<file path="config.mk">
export PLATFORM = sky130hd
export DESIGN_NAME = ghbl_div
export DESIGN_NICKNAME = d
export VERILOG_FILES = /design/src/hdl/ghbl_pkg.sv /design/src/hdl/ghbl_div.sv
export SDC_FILE = /design/constraint.sdc
export NUM_CORES = 1
export LEC_CHECK = 0
export BUFFER_PORTS_ARGS = -buffer_cell sky130_fd_sc_hd__buf_2
export CORE_MARGIN = 2
export CORE_UTILIZATION = 50
export CTS_BUF_LIST = sky130_fd_sc_hd__clkbuf_8
export DETAILED_ROUTE_END_ITERATION = 8
export PLACE_DENSITY = 0.79
export SLEW_MARGIN = 10
export SYNTH_ARGS = -nofsm -noshare
export SYNTH_HDL_FRONTEND = slang
export SYNTH_SLANG_ARGS = --single-unit
</file>
<file path="constraint.sdc">
create_clock -name clk -period 3 [get_ports clk]
set_clock_uncertainty 0.2 [all_clocks]
set_input_delay 0.15 -clock clk [delete_from_list [all_inputs] [get_ports clk]]
set_output_delay 0.15 -clock clk [all_outputs]
set_load 0.05 [all_outputs]
</file>
<file path="src/hdl/ghbl_pkg.sv">
// Shared constants, codes and types of the grid height bilinear lookup.
`timescale 1ns / 1ps
package ghbl_pkg;

  localparam int ROWS   = 1024;
  localparam int COLS   = 2048;
  localparam int ROW_W  = $clog2(ROWS);
  localparam int COL_W  = $clog2(COLS);
  localparam int ADDR_W = ROW_W + COL_W;
  localparam int DEPTH  = 1 << ADDR_W;
  localparam int HGT_W  = 16;

  // shared divider sizes
  localparam int DIV_W  = 48;
  localparam int DEN_W  = 28;
  localparam int STEP_W = 6;

  localparam logic [1:0] ST_OK   = 2'd0;
  localparam logic [1:0] ST_LAT  = 2'd1;
  localparam logic [1:0] ST_LON  = 2'd2;
  localparam logic [1:0] ST_EAST = 2'd3;

  localparam logic OP_LOAD  = 1'b0;
  localparam logic OP_QUERY = 1'b1;

  localparam logic [2:0] REG_ORIGIN_LAT = 3'd0;
  localparam logic [2:0] REG_ORIGIN_LON = 3'd1;
  localparam logic [2:0] REG_STEP_LAT   = 3'd2;
  localparam logic [2:0] REG_STEP_LON   = 3'd3;
  localparam logic [2:0] REG_ROWS_USED  = 3'd4;
  localparam logic [2:0] REG_COLS_USED  = 3'd5;
  localparam logic [2:0] REG_NEGATE     = 3'd6;
  localparam logic [2:0] REG_WRAP_LON   = 3'd7;

  typedef struct packed {
    logic              start;
    logic [DIV_W-1:0]  num;    // dividend, aligned to the top bit
    logic [DEN_W-1:0]  den;
    logic [STEP_W-1:0] steps;  // quotient bits to produce
  } div_cmd_t;

endpackage

</file>
<file path="src/hdl/ghbl_div.sv">
// Restoring unsigned divider, one quotient bit per cycle.
`timescale 1ns / 1ps
module ghbl_div (
  input  logic                         clk,
  input  logic                         rst_n,
  input  ghbl_pkg::div_cmd_t           cmd,
  output logic                         done,
  output logic [ghbl_pkg::DIV_W-1:0]   quo,
  output logic [ghbl_pkg::DEN_W-1:0]   rem
);

  logic                          busy_r;
  logic                          done_r;
  logic [ghbl_pkg::STEP_W-1:0]   cnt_r;
  logic [ghbl_pkg::DIV_W-1:0]    quo_r;
  logic [ghbl_pkg::DEN_W-1:0]    rem_r;
  logic [ghbl_pkg::DEN_W-1:0]    den_r;
  logic [ghbl_pkg::DEN_W:0]      shifted;
  logic                          fits;

  assign shifted = {rem_r, quo_r[ghbl_pkg::DIV_W-1]};
  assign fits    = shifted >= {1'b0, den_r};

  always_ff @(posedge clk) begin
    if (!rst_n) begin
      busy_r <= 1'b0;
      done_r <= 1'b0;
      cnt_r  <= '0;
    end else begin
      done_r <= 1'b0;
      if (cmd.start) begin
        busy_r <= 1'b1;
        cnt_r  <= cmd.steps;
      end else if (busy_r) begin
        cnt_r <= cnt_r - 1'b1;
        if (cnt_r == ghbl_pkg::STEP_W'(1)) begin
          busy_r <= 1'b0;
          done_r <= 1'b1;
        end
      end
    end
  end

  always_ff @(posedge clk) begin
    if (cmd.start) begin
      quo_r <= cmd.num;
      rem_r <= '0;
      den_r <= cmd.den;
    end else if (busy_r) begin
      quo_r <= {quo_r[ghbl_pkg::DIV_W-2:0], fits};
      rem_r <= fits ? ghbl_pkg::DEN_W'(shifted - {1'b0, den_r})
                    : shifted[ghbl_pkg::DEN_W-1:0];
    end
  end

  assign done = done_r;
  assign quo  = quo_r;
  assign rem  = rem_r;

endmodule

</file>
After elaboration in Yosys (flattened, before gate mapping)
Cells that the tools add are included.
{"block": "totals", "regBits": 112, "latch_bits": 0, "ramBits": 0, "mem_bits_ro": 0, "input_bits": 85, "output_inout_bits": 77, "elab_cells": 23, "n_memories": 0}
{"block": "op_classes", "n_addsub": 2, "n_mul": 0, "n_div": 0, "order_cmp": 1, "n_eq_ne": 1, "shifts": 0, "mux": 9, "n_bitwise": 2, "reduce_logical": 2}
{"op": "$mux W48", "n": 2}
{"op": "$ge A29 B28 Y1", "n": 1}
{"op": "$mux W28", "n": 1}
{"op": "$sub A28 B28 Y28", "n": 1}
{"op": "$mux W6", "n": 2}
{"op": "$eq A6 B1 Y1 const B", "n": 1}
{"op": "$sub A6 B1 Y6 const B", "n": 1}
{"op": "$mux W1", "n": 4}
{"op": "$reduce_or A3 Y1", "n": 1}
{"op": "$not A1 Y1", "n": 2}
{"op": "$reduce_bool A2 Y1", "n": 1}

Depth between registers and ports, before layout
Gate-level depths: netlist of run 1.
{"block": "depth", "depth_word": 4, "depth_mapped": 13, "ltp_nobuf": 11}

Worst setup path before layout of run 1
Ideal clock, no wire load.
{"block": "synth_timing", "kind": "reg2reg", "startpoint": "register rem_r, in the netlist rem[7]", "endpoint": "register quo_r, in the netlist quo[0] (data pin)", "setup_ns": 0.260, "t_arrival_ns": 2.779, "required_time_ns": 2.540, "slack_ns": -0.240, "stages_incl_launch_ff": 12, "n_path_buf": 3, "synth_period_minus_slack_ns": 3.240, "cell_sequence": "dfxtp_1 > ha_1 > buf_4 > a211oi_2 > o21ai_1 > a311o_1 > o31a_2 > a21o_1 > a21oi_4 > buf_4 > buf_4 > a21oi_1"}
{"block": "synth_between", "elab_chain_cells": 3}
{"item": "from (decl)", "line": "ghbl_div.sv:16", "text": "logic [ghbl_pkg::DEN_W-1:0] rem_r;"}
{"item": "from (signal assigned)", "line": "ghbl_div.sv:51", "text": "rem_r <= fits ? ghbl_pkg::DEN_W'(shifted - {1'b0, den_r})"}
{"item": "$ge A29 B28 Y1", "line": "ghbl_div.sv:22", "text": "assign fits = shifted >= {1'b0, den_r};"}
{"item": "$mux W48", "line": "ghbl_div.sv:49", "text": "end else if (busy_r) begin"}
{"item": "$mux W48", "line": "ghbl_div.sv:45", "text": "if (cmd.start) begin"}
{"item": "to (signal assigned)", "line": "ghbl_div.sv:46", "text": "quo_r <= cmd.num;"}
{"item": "to (signal assigned)", "line": "ghbl_div.sv:50", "text": "quo_r <= {quo_r[ghbl_pkg::DIV_W-2:0], fits};"}
{"item": "to (decl)", "line": "ghbl_div.sv:15", "text": "logic [ghbl_pkg::DIV_W-1:0] quo_r;"}
No other way between the ends. The select of a mux whose other input is x is not followed.
A chain may end at the register's enable or synchronous reset.

Worst setup path in the final report of run 1
{"block": "layout_timing", "startpoint": "register quo_r, in the netlist quo[47]", "endpoint": "register rem_r, in the netlist rem[26]"}
{"block": "layout_between", "elab_chain_cells": 2, "elab_cells_between_ends": 3, "classes_between": "1 x add/sub; 1 x order compare; 1 x mux"}
{"item": "$sub A28 B28 Y28 / $ge A29 B28 Y1 (equally long branches)", "line": "ghbl_div.sv:51, ghbl_div.sv:22"}
{"item": "$mux W28 (*)", "line": "ghbl_div.sv:51"}
Mark *: on every way between the ends. The rest lies on a longest branch, timed or not.

==> run_results.csv, run 1 <==
group,metric,value,unit
setup_path,slowest_delay,0.43,ns
yosys,synth_top_cell_by_area,"edfxtp_1",
hold_path,hold_path_class,"in -> reg",
detailed_routing,post_drt_wl_per_cell,17.29,um
hold_path,min_from,"cmd[82]",
detailed_routing,ant_nets,0,
yosys,yosys-top-cells-area,"edfxtp_1 36%, dfxtp_1 11%, mux2_2 8.4%, ha_1 6.0%, nor2_1 2.7%",
grt,grt_pass1_vias,5699,
setup_path,worst_ep_arrival_time,3.14,ns
die,core,12160,um^2
clocking,cts_tree,"yes",
detailed_routing,drc_errors,0,
power_and_ir_drop,power.leakage,3.870,nW
clocking,ctsRootBufferMaster,"clkbuf_8",
timing,setup_slack,-0.02807,ns
layout,syn2layout_area_growth,37.02,%
layout,stdcell_area,8610,um^2
place,place_area,7415,um^2
grt,grt_use_total,0.2616,
clocking,htreeDepth,3,
yosys,syn_nets,696,
power_and_ir_drop,power.internal,2.808,mW
setup_path,crit_chain,"inv_1 -> ha_1 -> fa_1 -> nor2b_2 -> o31a_1 -> o41a_1 -> a211oi_4 -> nor3_1 -> mux2i_1 -> a31o_2 -> a311oi_2",
yosys,synth_edf_count,76,
power_and_ir_drop,power_switching,1.684,mW
yosys,synth_area,6284,um^2
power_and_ir_drop,total_power,4.492,mW
power_and_ir_drop,p_comb_frac,0.369,
setup_path,rr_worst_depth,11,
clocking,clock_sinks,112,
yosys,yosysWarnings,0,
layout,drive_above_1_share,0.3471,
yosys,yosys.cell_types.count,66,
power_and_ir_drop,seq_power_share,0.429,
die,die_w,116.1,um
grt,antenna_found_initial,0,
detailed_routing,vias_per_cell,5.552,
clocking,clk_latency,0.41,ns
timing,fmax,330.2,MHz
layout,layout.nets,958,
yosys,synth_flop_cell,"edfxtp_1",
yosys,async_flop_share,0,
timing,setup_tns,-0.03337,ns
detailed_routing,dr.pass1.iters,5,
detailed_routing,drt_iter0_drc,320,
yosys,syn_area_per_cell,10.83,um^2
clocking,clock_path_buffers,2,
die,dieArea,13480,um^2
timing,slew_violations,0,
setup_path,reg2reg_setup_slack,-0.03,ns
setup_path,crit_path_end,"rem[26]",
timing,setup_viol,2,
setup_path,setup.worst_path.start,"quo[47]",
setup_path,worstPathRequired,3.11,ns
grt,grt_max_degree,53,
yosys,synth_top_cell_area_share,0.3632,
timing,rsz0062_at_grt,"true",
yosys,ys_ff_latch,112,
setup_path,worstReg2RegStart,"quo[47]",
timing,timing.final.crit_period,3.028,ns
clocking,cts_buffers,9,
grt,grt_pass1_wl,27500,um
timing,fin_crit_sh,1.009,
setup_path,crit_type,"reg -> reg",
die,fp.dieH,116.1,um
detailed_routing,routed_wl,17550,um
yosys,synthTopCellsByCount,"76 x edfxtp_1, 47 x mux2_2, 45 x nor2_1",
setup_path,r2r-end,"rem[26]",
status,violations,"negative setup slack",
yosys,yosysSeqAreaShare,0.4779,
run,cap_violations,0,
power_and_ir_drop,pwr_density_cell,521.7,nW/um^2
grt,overflow,0,
yosys,syn_inst,580,
yosys,synth.most_common_cell,"edfxtp_1",
timing,slew-limit-headroom,0.5754,
power_and_ir_drop,clockPowerShare,0.202,
setup_path,start_kind,"flip-flop",
die,num_io_pins,162,
setup_path,end_kind,"flip-flop",
timing,hold_viol,0,
place,post-dp-hpwl,11410,um
place,port_buffers,161,
die,std_cell_rows,40,
setup_path,cp_max_fo,4,
status,status,"finished, violations left",
power_and_ir_drop,peakVddDrop,0.0004713,V
power_and_ir_drop,p_sw_frac,0.3749,
clocking,clk_pin_slew,0.11,ns
detailed_routing,vias,5635,
layout,diodes,0,
setup_path,critPathSlowestCell,"edfxtp_1",
timing,worstMarginPinSlew,0.6356,ns
die,start_util,0.5167,
place,gp_congestion,0.9847,
metrics by stage:
step	setup WS [ns]	hold slack, ns	utilization	std cells
2_1_floorplan	-0.02134	0.04887	-	580
3_3_place_gp	0.05832	0.1265	0.6097	909
3_5_place_dp	0.01093	0.1281	0.6097	909
4_1_cts	0.003894	0.02219	0.6970	1011
5_1_grt	-0.1557	0.05144	0.7079	1015
6_report	-0.02807	0.04431	0.7079	1015
placed cells by master (no fill, tap or decap), types with 12 or more instances in the layout:
cell type	netlist	layout
o21ai_0	14	14
nand2_1	33	31
a211oi_1	18	16
edfxtp_1	76	76
buf_4	4	29
buf_2	1	160
a21oi_1	23	23
nor2_1	45	44
mux2_2	47	47
inv_1	44	43
ha_1	30	27
xnor2_1	14	14
dfxtp_1	36	27
xor2_1	12	12
mux2i_1	16	16
a21o_1	17	17
dlygate4sd3_1	0	85
worst max-delay path: cells and delay by family (launching register included):
| family | cells | cell delay (ns) |
|---|---|---|
| adder cells (fa/ha/maj) | 2 | 0.47 |
| buffers and inverters | 1 | 0.08 |
| AND/OR/NAND/NOR | 2 | 0.17 |
| flip-flops | 1 | 0.43 |
| multiplexers | 1 | 0.14 |
| AO/OA/AOI/OAI | 5 | 1.45 |
worst min-delay path by stage:
stage,end,slack (ns),cells past startpoint
6_report,rem[14],0.04,2
5_1_grt,den_r[10],0.05,1
4_1_cts,rem[14],0.02,2
3_5_place_dp,den_r[12],0.13,1
3_3_place_gp,den_r[24],0.13,1
2_1_floorplan,den_r[0],0.05,0
metal layers:
metal,GRT usage,up-vias,part of all wire
li1,-,2660,-
met1,0.3153,2681,0.41
met2,0.4565,264,0.50
met3,0.07888,30,0.076
met4,0.07381,0,0.019
met5,0,-,0
state kept, by name (all words and copies together) (netlist names):
register and cells:
quo 48, rem 28, den_r 28, cnt_r 6
done 1, busy_r 1
cells by family (layout without fill, tap and decap cells):
group           after synthesis  in the layout  share of synthesized area
compound gates              133            133                     0.1527
buf+inv                      71            338                    0.04739
simple gates                144            144                     0.1131
flops                       112            112                     0.4779
mux                          63             63                     0.1097
xor+xnor                     26             26                    0.03624
fa+ha+maj                    31             31                    0.06292
timing repair:
item,in CTS,in global routing
setup buffers,1,4
pin swaps,2,11
hold endpoints to repair,84,0
setup endpoints to repair,4,28
hold buffers,85,0
gates resized for setup,4,23
cloned,0,0
power groups by stage:
stage	sequential (mW)	combinational, mW	clock, mW
floorplan	2.30	0.724	0
finish	1.93	1.66	0.905
global route	1.95	1.77	0.971
detailed placement	1.95	1.48	0
CTS	1.92	1.59	0.921
global placement	1.95	1.45	0
layout make-up:
type	instances	area (um^2)
Tap cell	168	210.2
Sequential cell	112	3017
Clock buffer	10	137.6
Multi-Input combinational cell	397	3098
Inverter	44	165.2
Clock inverter	6	50.05
Fill cell	885	3552
Timing Repair Buffer	278	1932
(Power assumes the default switching activity.)
==> run 2: changes to the inputs <==
--- a/config.mk
+++ b/config.mk
@@ -13,2 +13,3 @@
 export PLACE_DENSITY = 0.79
+export SKIP_LAST_GASP = 1
 export SLEW_MARGIN = 10
--- a/constraint.sdc
+++ b/constraint.sdc
@@ -4,2 +4,2 @@
 set_output_delay 0.15 -clock clk [all_outputs]
-set_load 0.05 [all_outputs]
+set_load 0.005 [all_outputs]
==> run 2 against run 1 <==
Compared with the run above: the flow still finishes with violations (negative setup slack); non-clock buffer count is 14 higher; largest power group unchanged; hold slack better by 0.0091 ns; critical endpoint is now rem[14]; first-iteration DRC count is 4.7% higher; critical path type unchanged; global-route usage is 0.43 points lower; core utilization is 2.2 points higher.
==> run_results.csv, run 2 (same netlist as run 1, synthesis figures left out) <==
group,metric,value,unit
power_and_ir_drop,power.internal,2.939,mW
die,start_util,0.5167,
setup_path,reg2reg_setup_slack,-0.006,ns
setup_path,crit_type,"reg -> reg",
timing,fmax,332.7,MHz
grt,grt_pass1_vias,5585,
setup_path,worst_ep_arrival_time,3.11,ns
grt,grt_use_total,0.2574,
timing,slew_violations,0,
clocking,htreeDepth,3,
die,die_w,116.1,um
power_and_ir_drop,power_switching,1.358,mW
timing,setup_viol,1,
place,post-dp-hpwl,11230,um
die,num_io_pins,162,
clocking,clock_path_buffers,2,
timing,timing.final.crit_period,3.006,ns
layout,layout.nets,972,
clocking,ctsRootBufferMaster,"clkbuf_8",
clocking,clock_sinks,112,
clocking,clk_pin_slew,0.11,ns
setup_path,worstPathRequired,3.10,ns
clocking,cts_buffers,9,
timing,setup_slack,-0.005953,ns
power_and_ir_drop,peakVddDrop,0.0004153,V
setup_path,r2r-end,"rem[14]",
detailed_routing,routed_wl,18070,um
hold_path,hold_depth,4,
detailed_routing,drc_errors,0,
layout,diodes,0,
detailed_routing,ant_nets,0,
layout,syn2layout_area_growth,41.20,%
clocking,cts_tree,"yes",
timing,hold_viol,0,
setup_path,start_kind,"flip-flop",
hold_path,hold_path_class,"in -> reg",
status,violations,"negative setup slack",
detailed_routing,post_drt_wl_per_cell,17.56,um
detailed_routing,dr.pass1.iters,5,
die,std_cell_rows,40,
layout,final_util,0.7295,
detailed_routing,vias_per_cell,5.550,
setup_path,rr_worst_depth,13,
power_and_ir_drop,total_power,4.297,mW
setup_path,cp_max_fo,5,
grt,grt_pass1_wl,27210,um
timing,hold_slack,0.05337,ns
setup_path,worstReg2RegStart,"den_r[7]",
clocking,clk_latency,0.40,ns
timing,fin_crit_sh,1.002,
layout,largest_register_ffs,48,
place,gp_congestion,0.9717,
timing,worstMarginPinSlew,0.9998,ns
power_and_ir_drop,seq_power_share,0.447,
status,status,"finished, violations left",
hold_path,min_from,"cmd[82]",
die,core,12160,um^2
grt,grt_max_degree,114,
power_and_ir_drop,pwr_density_cell,484.3,nW/um^2
layout,mostFrequentLayoutCell,"buf_2",
setup_path,end_kind,"flip-flop",
layout,fillers,848,
grt,overflow,0,
place,port_buffers,161,
die,dieArea,13480,um^2
timing,slew-limit-headroom,0.3325,
power_and_ir_drop,clockPowerShare,0.222,
layout,drive_above_1_share,0.3647,
power_and_ir_drop,p_comb_frac,0.330,
detailed_routing,drt_iter0_drc,335,
detailed_routing,vias,5711,
layout,final_cell_mix,"160 x buf_2, 84 x dlygate4sd3_1, 76 x edfxtp_1",
timing,rsz0062_at_grt,"true",
grt,antenna_found_initial,0,
power_and_ir_drop,p_sw_frac,0.3161,
die,fp.dieH,116.1,um
hold_path,holdPathEnd,"rem[13]",
run,cap_violations,0,
power_and_ir_drop,power.leakage,3.964,nW
run 2: worst max-delay path by stage:
stage,from,to,slack (ns),cells after the start
finish,den_r[7],rem[14],-0.006,13
floorplan,rem[7],quo[0],0.12,11
CTS,den_r[1],rem[23],-0.002,10
global placement,den_r[1],rem[23],0.009,10
detailed placement,den_r[1],rem[23],-0.05,10
global route,den_r[8],rem[22],-0.08,12
run 2: power groups by stage:
stage	Sequential [mW]	Clock (mW)	Combinational [mW]
floorplan	1.94	0	0.722
global placement	1.94	0	1.11
detailed placement	1.94	0	1.13
CTS	1.91	0.973	1.23
global route	1.94	1.03	1.54
finish	1.92	0.956	1.42
run 2: metal layers:
metal / up-vias / wire length, um / global-route usage
li1: 2706 / - / -
met1: 2717 / 7271 / 0.3107
met2: 259 / 9084 / 0.4495
met3: 29 / 1398 / 0.08459
met4: 0 / 312 / 0.05952
met5: - / 0 / 0
run 2: layout make-up:
type,instances,area (um^2),area share
Multi-Input combinational cell,397,3186,0.3590
Sequential cell,112,3004,0.3386
Timing Repair Buffer,292,2107,0.2375
Tap cell,168,210.2,0.02369
Inverter,44,165.2,0.01862
Clock buffer,9,123.9,0.01396
Clock inverter,7,76.32,0.008602
run 2: critical path: stages, from the launching register on:
cell and delay (ns):
edfxtp_1 0.40, inv_2 0.07, ha_4 0.20, buf_4 0.14
nand2_1 0.08, o21ai_1 0.09, a311o_1 0.29, o31a_2 0.34
a21o_1 0.19, a21oi_4 0.26, buf_6 0.17, clkbuf_16 0.15
a31oi_1 0.11, o22ai_1 0.23
run 2: per-stage QoR:
step	setup TNS [ns]	area [um^2]	setup slack [ns]	std cells
floorplan	0	6284	0.1204	580
global placement	0	7436	0.009117	914
detailed placement	-0.08501	7436	-0.04784	914
CTS	-0.001607	8502	-0.001607	1016
global route	-0.8503	8872	-0.07931	1029
finish	-0.005953	8872	-0.005953	1029
run 2: timing repair:
item	CTS	global route
endpoints found under the hold margin	84	0
setup endpoints to repair	3	24
hold buffers	84	0
setup buffers	2	10
resized for setup	3	45
pin swaps	2	24
cloned	0	3
==> run 3: changes to the inputs <==
--- a/config.mk
+++ b/config.mk
@@ -8,2 +8,3 @@
 export BUFFER_PORTS_ARGS = -buffer_cell sky130_fd_sc_hd__buf_2
+export CORE_ASPECT_RATIO = 1.25
 export CORE_MARGIN = 2
==> constraint.sdc (replaced) <==
create_clock -name clk -period 3 [get_ports clk]
set_clock_uncertainty 0.2 [all_clocks]
set_input_delay 0.45 -clock clk [delete_from_list [all_inputs] [get_ports clk]]
set_output_delay 0.45 -clock clk [all_outputs]
set_load 0.005 [all_outputs]
==> run 3 against run 2 <==
Compared with the run above: critical path depth is 1 lower; cell count is 9.4% lower; non-clock buffer count is 93 lower; critical path type unchanged; the flow still finishes with violations (negative setup slack); global-route usage is 2.7 points lower; clock-buffer cell count stayed put; die area hardly changed; largest power group unchanged; final area is 10% lower; sequential power hardly changed; routed wire length is 9.5% lower; worst setup slack worse by 0.023 ns; hold slack worse by 0.033 ns; core utilization is 8.0 points lower.
==> run_results.csv, run 3 (same netlist as run 1, synthesis figures left out) <==
group,metric,value,unit
timing,timing.final.crit_period,3.029,ns
run,cap_violations,0,
detailed_routing,drt_iter0_drc,347,
grt,grtUsageMet2,0.4218,
detailed_routing,vias,5301,
hold_path,hold_path_class,"in -> reg",
grt,met3_usage,0.05533,
layout,final_cell_mix,"160 x buf_2, 76 x edfxtp_1, 47 x mux2_2",
grt,grt_use_total,0.2307,
setup_path,crit_type,"reg -> reg",
detailed_routing,ant_nets,0,
place,placedCellCount,907,
die,start_util,0.5143,
layout,drive_above_1_share,0.4089,
setup_path,end_kind,"flip-flop",
clocking,clk_pin_slew,0.12,ns
grt,busiest_layer,"met2",
layout,syn2layout_area_growth,26.38,%
detailed_routing,post_drt_wl_per_cell,17.54,um
setup_path,start_kind,"flip-flop",
timing,setup_viol,2,
timing,fmax,330.1,MHz
die,std_cell_rows,45,
grt,antenna_found_initial,0,
power_and_ir_drop,pwr_density_cell,515.5,nW/um^2
timing,slew_violations,0,
setup_path,worstPathRequired,3.12,ns
timing,slew-limit-headroom,0.4271,
grt,grt_pass1_wl,24700,um
setup_path,worst-path-buf-inv,2,
clocking,htreeDepth,3,
power_and_ir_drop,total_power,4.094,mW
layout,diodes,0,
place,port_buffers,161,
timing,fin_crit_sh,1.010,
die,num_io_pins,162,
place,gp_congestion,0.9229,
setup_path,setup.worst_path.start,"quo[47]",
status,violations,"negative setup slack",
layout,mostFrequentLayoutCell,"buf_2",
setup_path,worstReg2RegStart,"quo[47]",
timing,setup_slack,-0.02931,ns
clocking,clock_sinks,112,
detailed_routing,drc_errors,0,
timing,worstMarginPinSlew,0.8576,ns
layout,instances_no_fill,932,
clocking,clock_path_buffers,2,
clocking,clk_latency,0.40,ns
clocking,cts_buffers,9,
layout,layout.nets,879,
timing,hold_viol,0,
detailed_routing,vias_per_cell,5.688,
setup_path,slowest_delay,0.42,ns
place,post-dp-hpwl,11580,um
power_and_ir_drop,peakVddDrop,0.0004069,V
layout,final_util,0.6500,
setup_path,critPathTopFamily,"compound AO/OA/AOI/OAI gates",
detailed_routing,dr.pass1.iters,5,
die,fp.dieH,129.3,um
grt,grt_max_degree,54,
setup_path,crit_chain,"inv_1 -> ha_4 -> fa_2 -> nor2b_2 -> o31a_1 -> o41a_1 -> a211oi_2 -> buf_4 -> nor3_2 -> mux2i_1 -> a31o_2 -> a311oi_2",
grt,overflow,0,
power_and_ir_drop,power.leakage,3.555,nW
setup_path,worst_ep_arrival_time,3.14,ns
status,status,"finished, violations left",
grt,grt_pass1_vias,5162,
detailed_routing,routed_wl,16340,um
layout,largest_register_ffs,48,
grt,grt_util_met1,0.2582,
timing,rsz0062_at_grt,"true",
die,die_w,104.3,um
timing,setup_tns,-0.03558,ns
clocking,hold_buffers,0,
die,dieArea,13490,um^2
setup_path,cp_max_fo,4,
setup_path,critPathSlowestCell,"edfxtp_1",
die,core,12220,um^2
hold_path,min_from,"cmd[29]",
clocking,cts_tree,"yes",
clocking,ctsRootBufferMaster,"clkbuf_8",
## run 3: report_power, final
part	switching, mW	total, mW	leakage [nW]	internal [mW]
clock	0.559	0.879	0.0954	0.320
combinational	0.666	1.29	2.41	0.627
sequential	0.103	1.92	1.05	1.82
total	1.33	4.09	3.55	2.77
## run 3: final timing paths
| kind | endpoint | slack, ns | cells past startpoint |
|---|---|---|---|
| worst max register to register | rem[26] | -0.03 | 12 |
| worst min register to register | rem[10] | 0.34 | 2 |
| worst min-delay path | den_r[23] | 0.02 | 1 |
| worst max-delay path | rem[26] | -0.03 | 12 |
## run 3: cell type report
type                       instances  area (um^2)
timing repair buffer             199         1157
multi-input combinational        397         3219
clock buffer                       9        123.9
inverter                          44        165.2
clock inverter                     7        63.81
tap                              164        205.2
fill                             973         4277
sequential                       112         3007
## run 3: timing repair
| action | 4_1_cts | 5_1_grt |
|---|---|---|
| resized for setup | 4 | 50 |
| endpoints found under the setup margin | 2 | 27 |
| cloned | 0 | 3 |
| pin swaps | 0 | 22 |
| hold endpoints to repair | 0 | 0 |
| setup buffers | 1 | 5 |
## run 3: layer usage
layer  wire length (um)  part of all wire  up-vias
met2               8411              0.51      221
li1                   -                 -     2515
met5                  0                 0        -
met1               6238              0.38     2535
met4                418             0.026        0
met3               1274             0.078       30
## run 3: through the flow
stage                     hold slack [ns]  cell area [um^2]  setup WS, ns
after global routing             0.007777              7941       -0.1302
after global placement             0.3020              7396      -0.01619
after floorplan                    0.2963              6284        0.1204
final                             0.02021              7941      -0.02931
after CTS                        0.001173              7606     -0.007596
after detailed placement           0.3141              7396      -0.08748
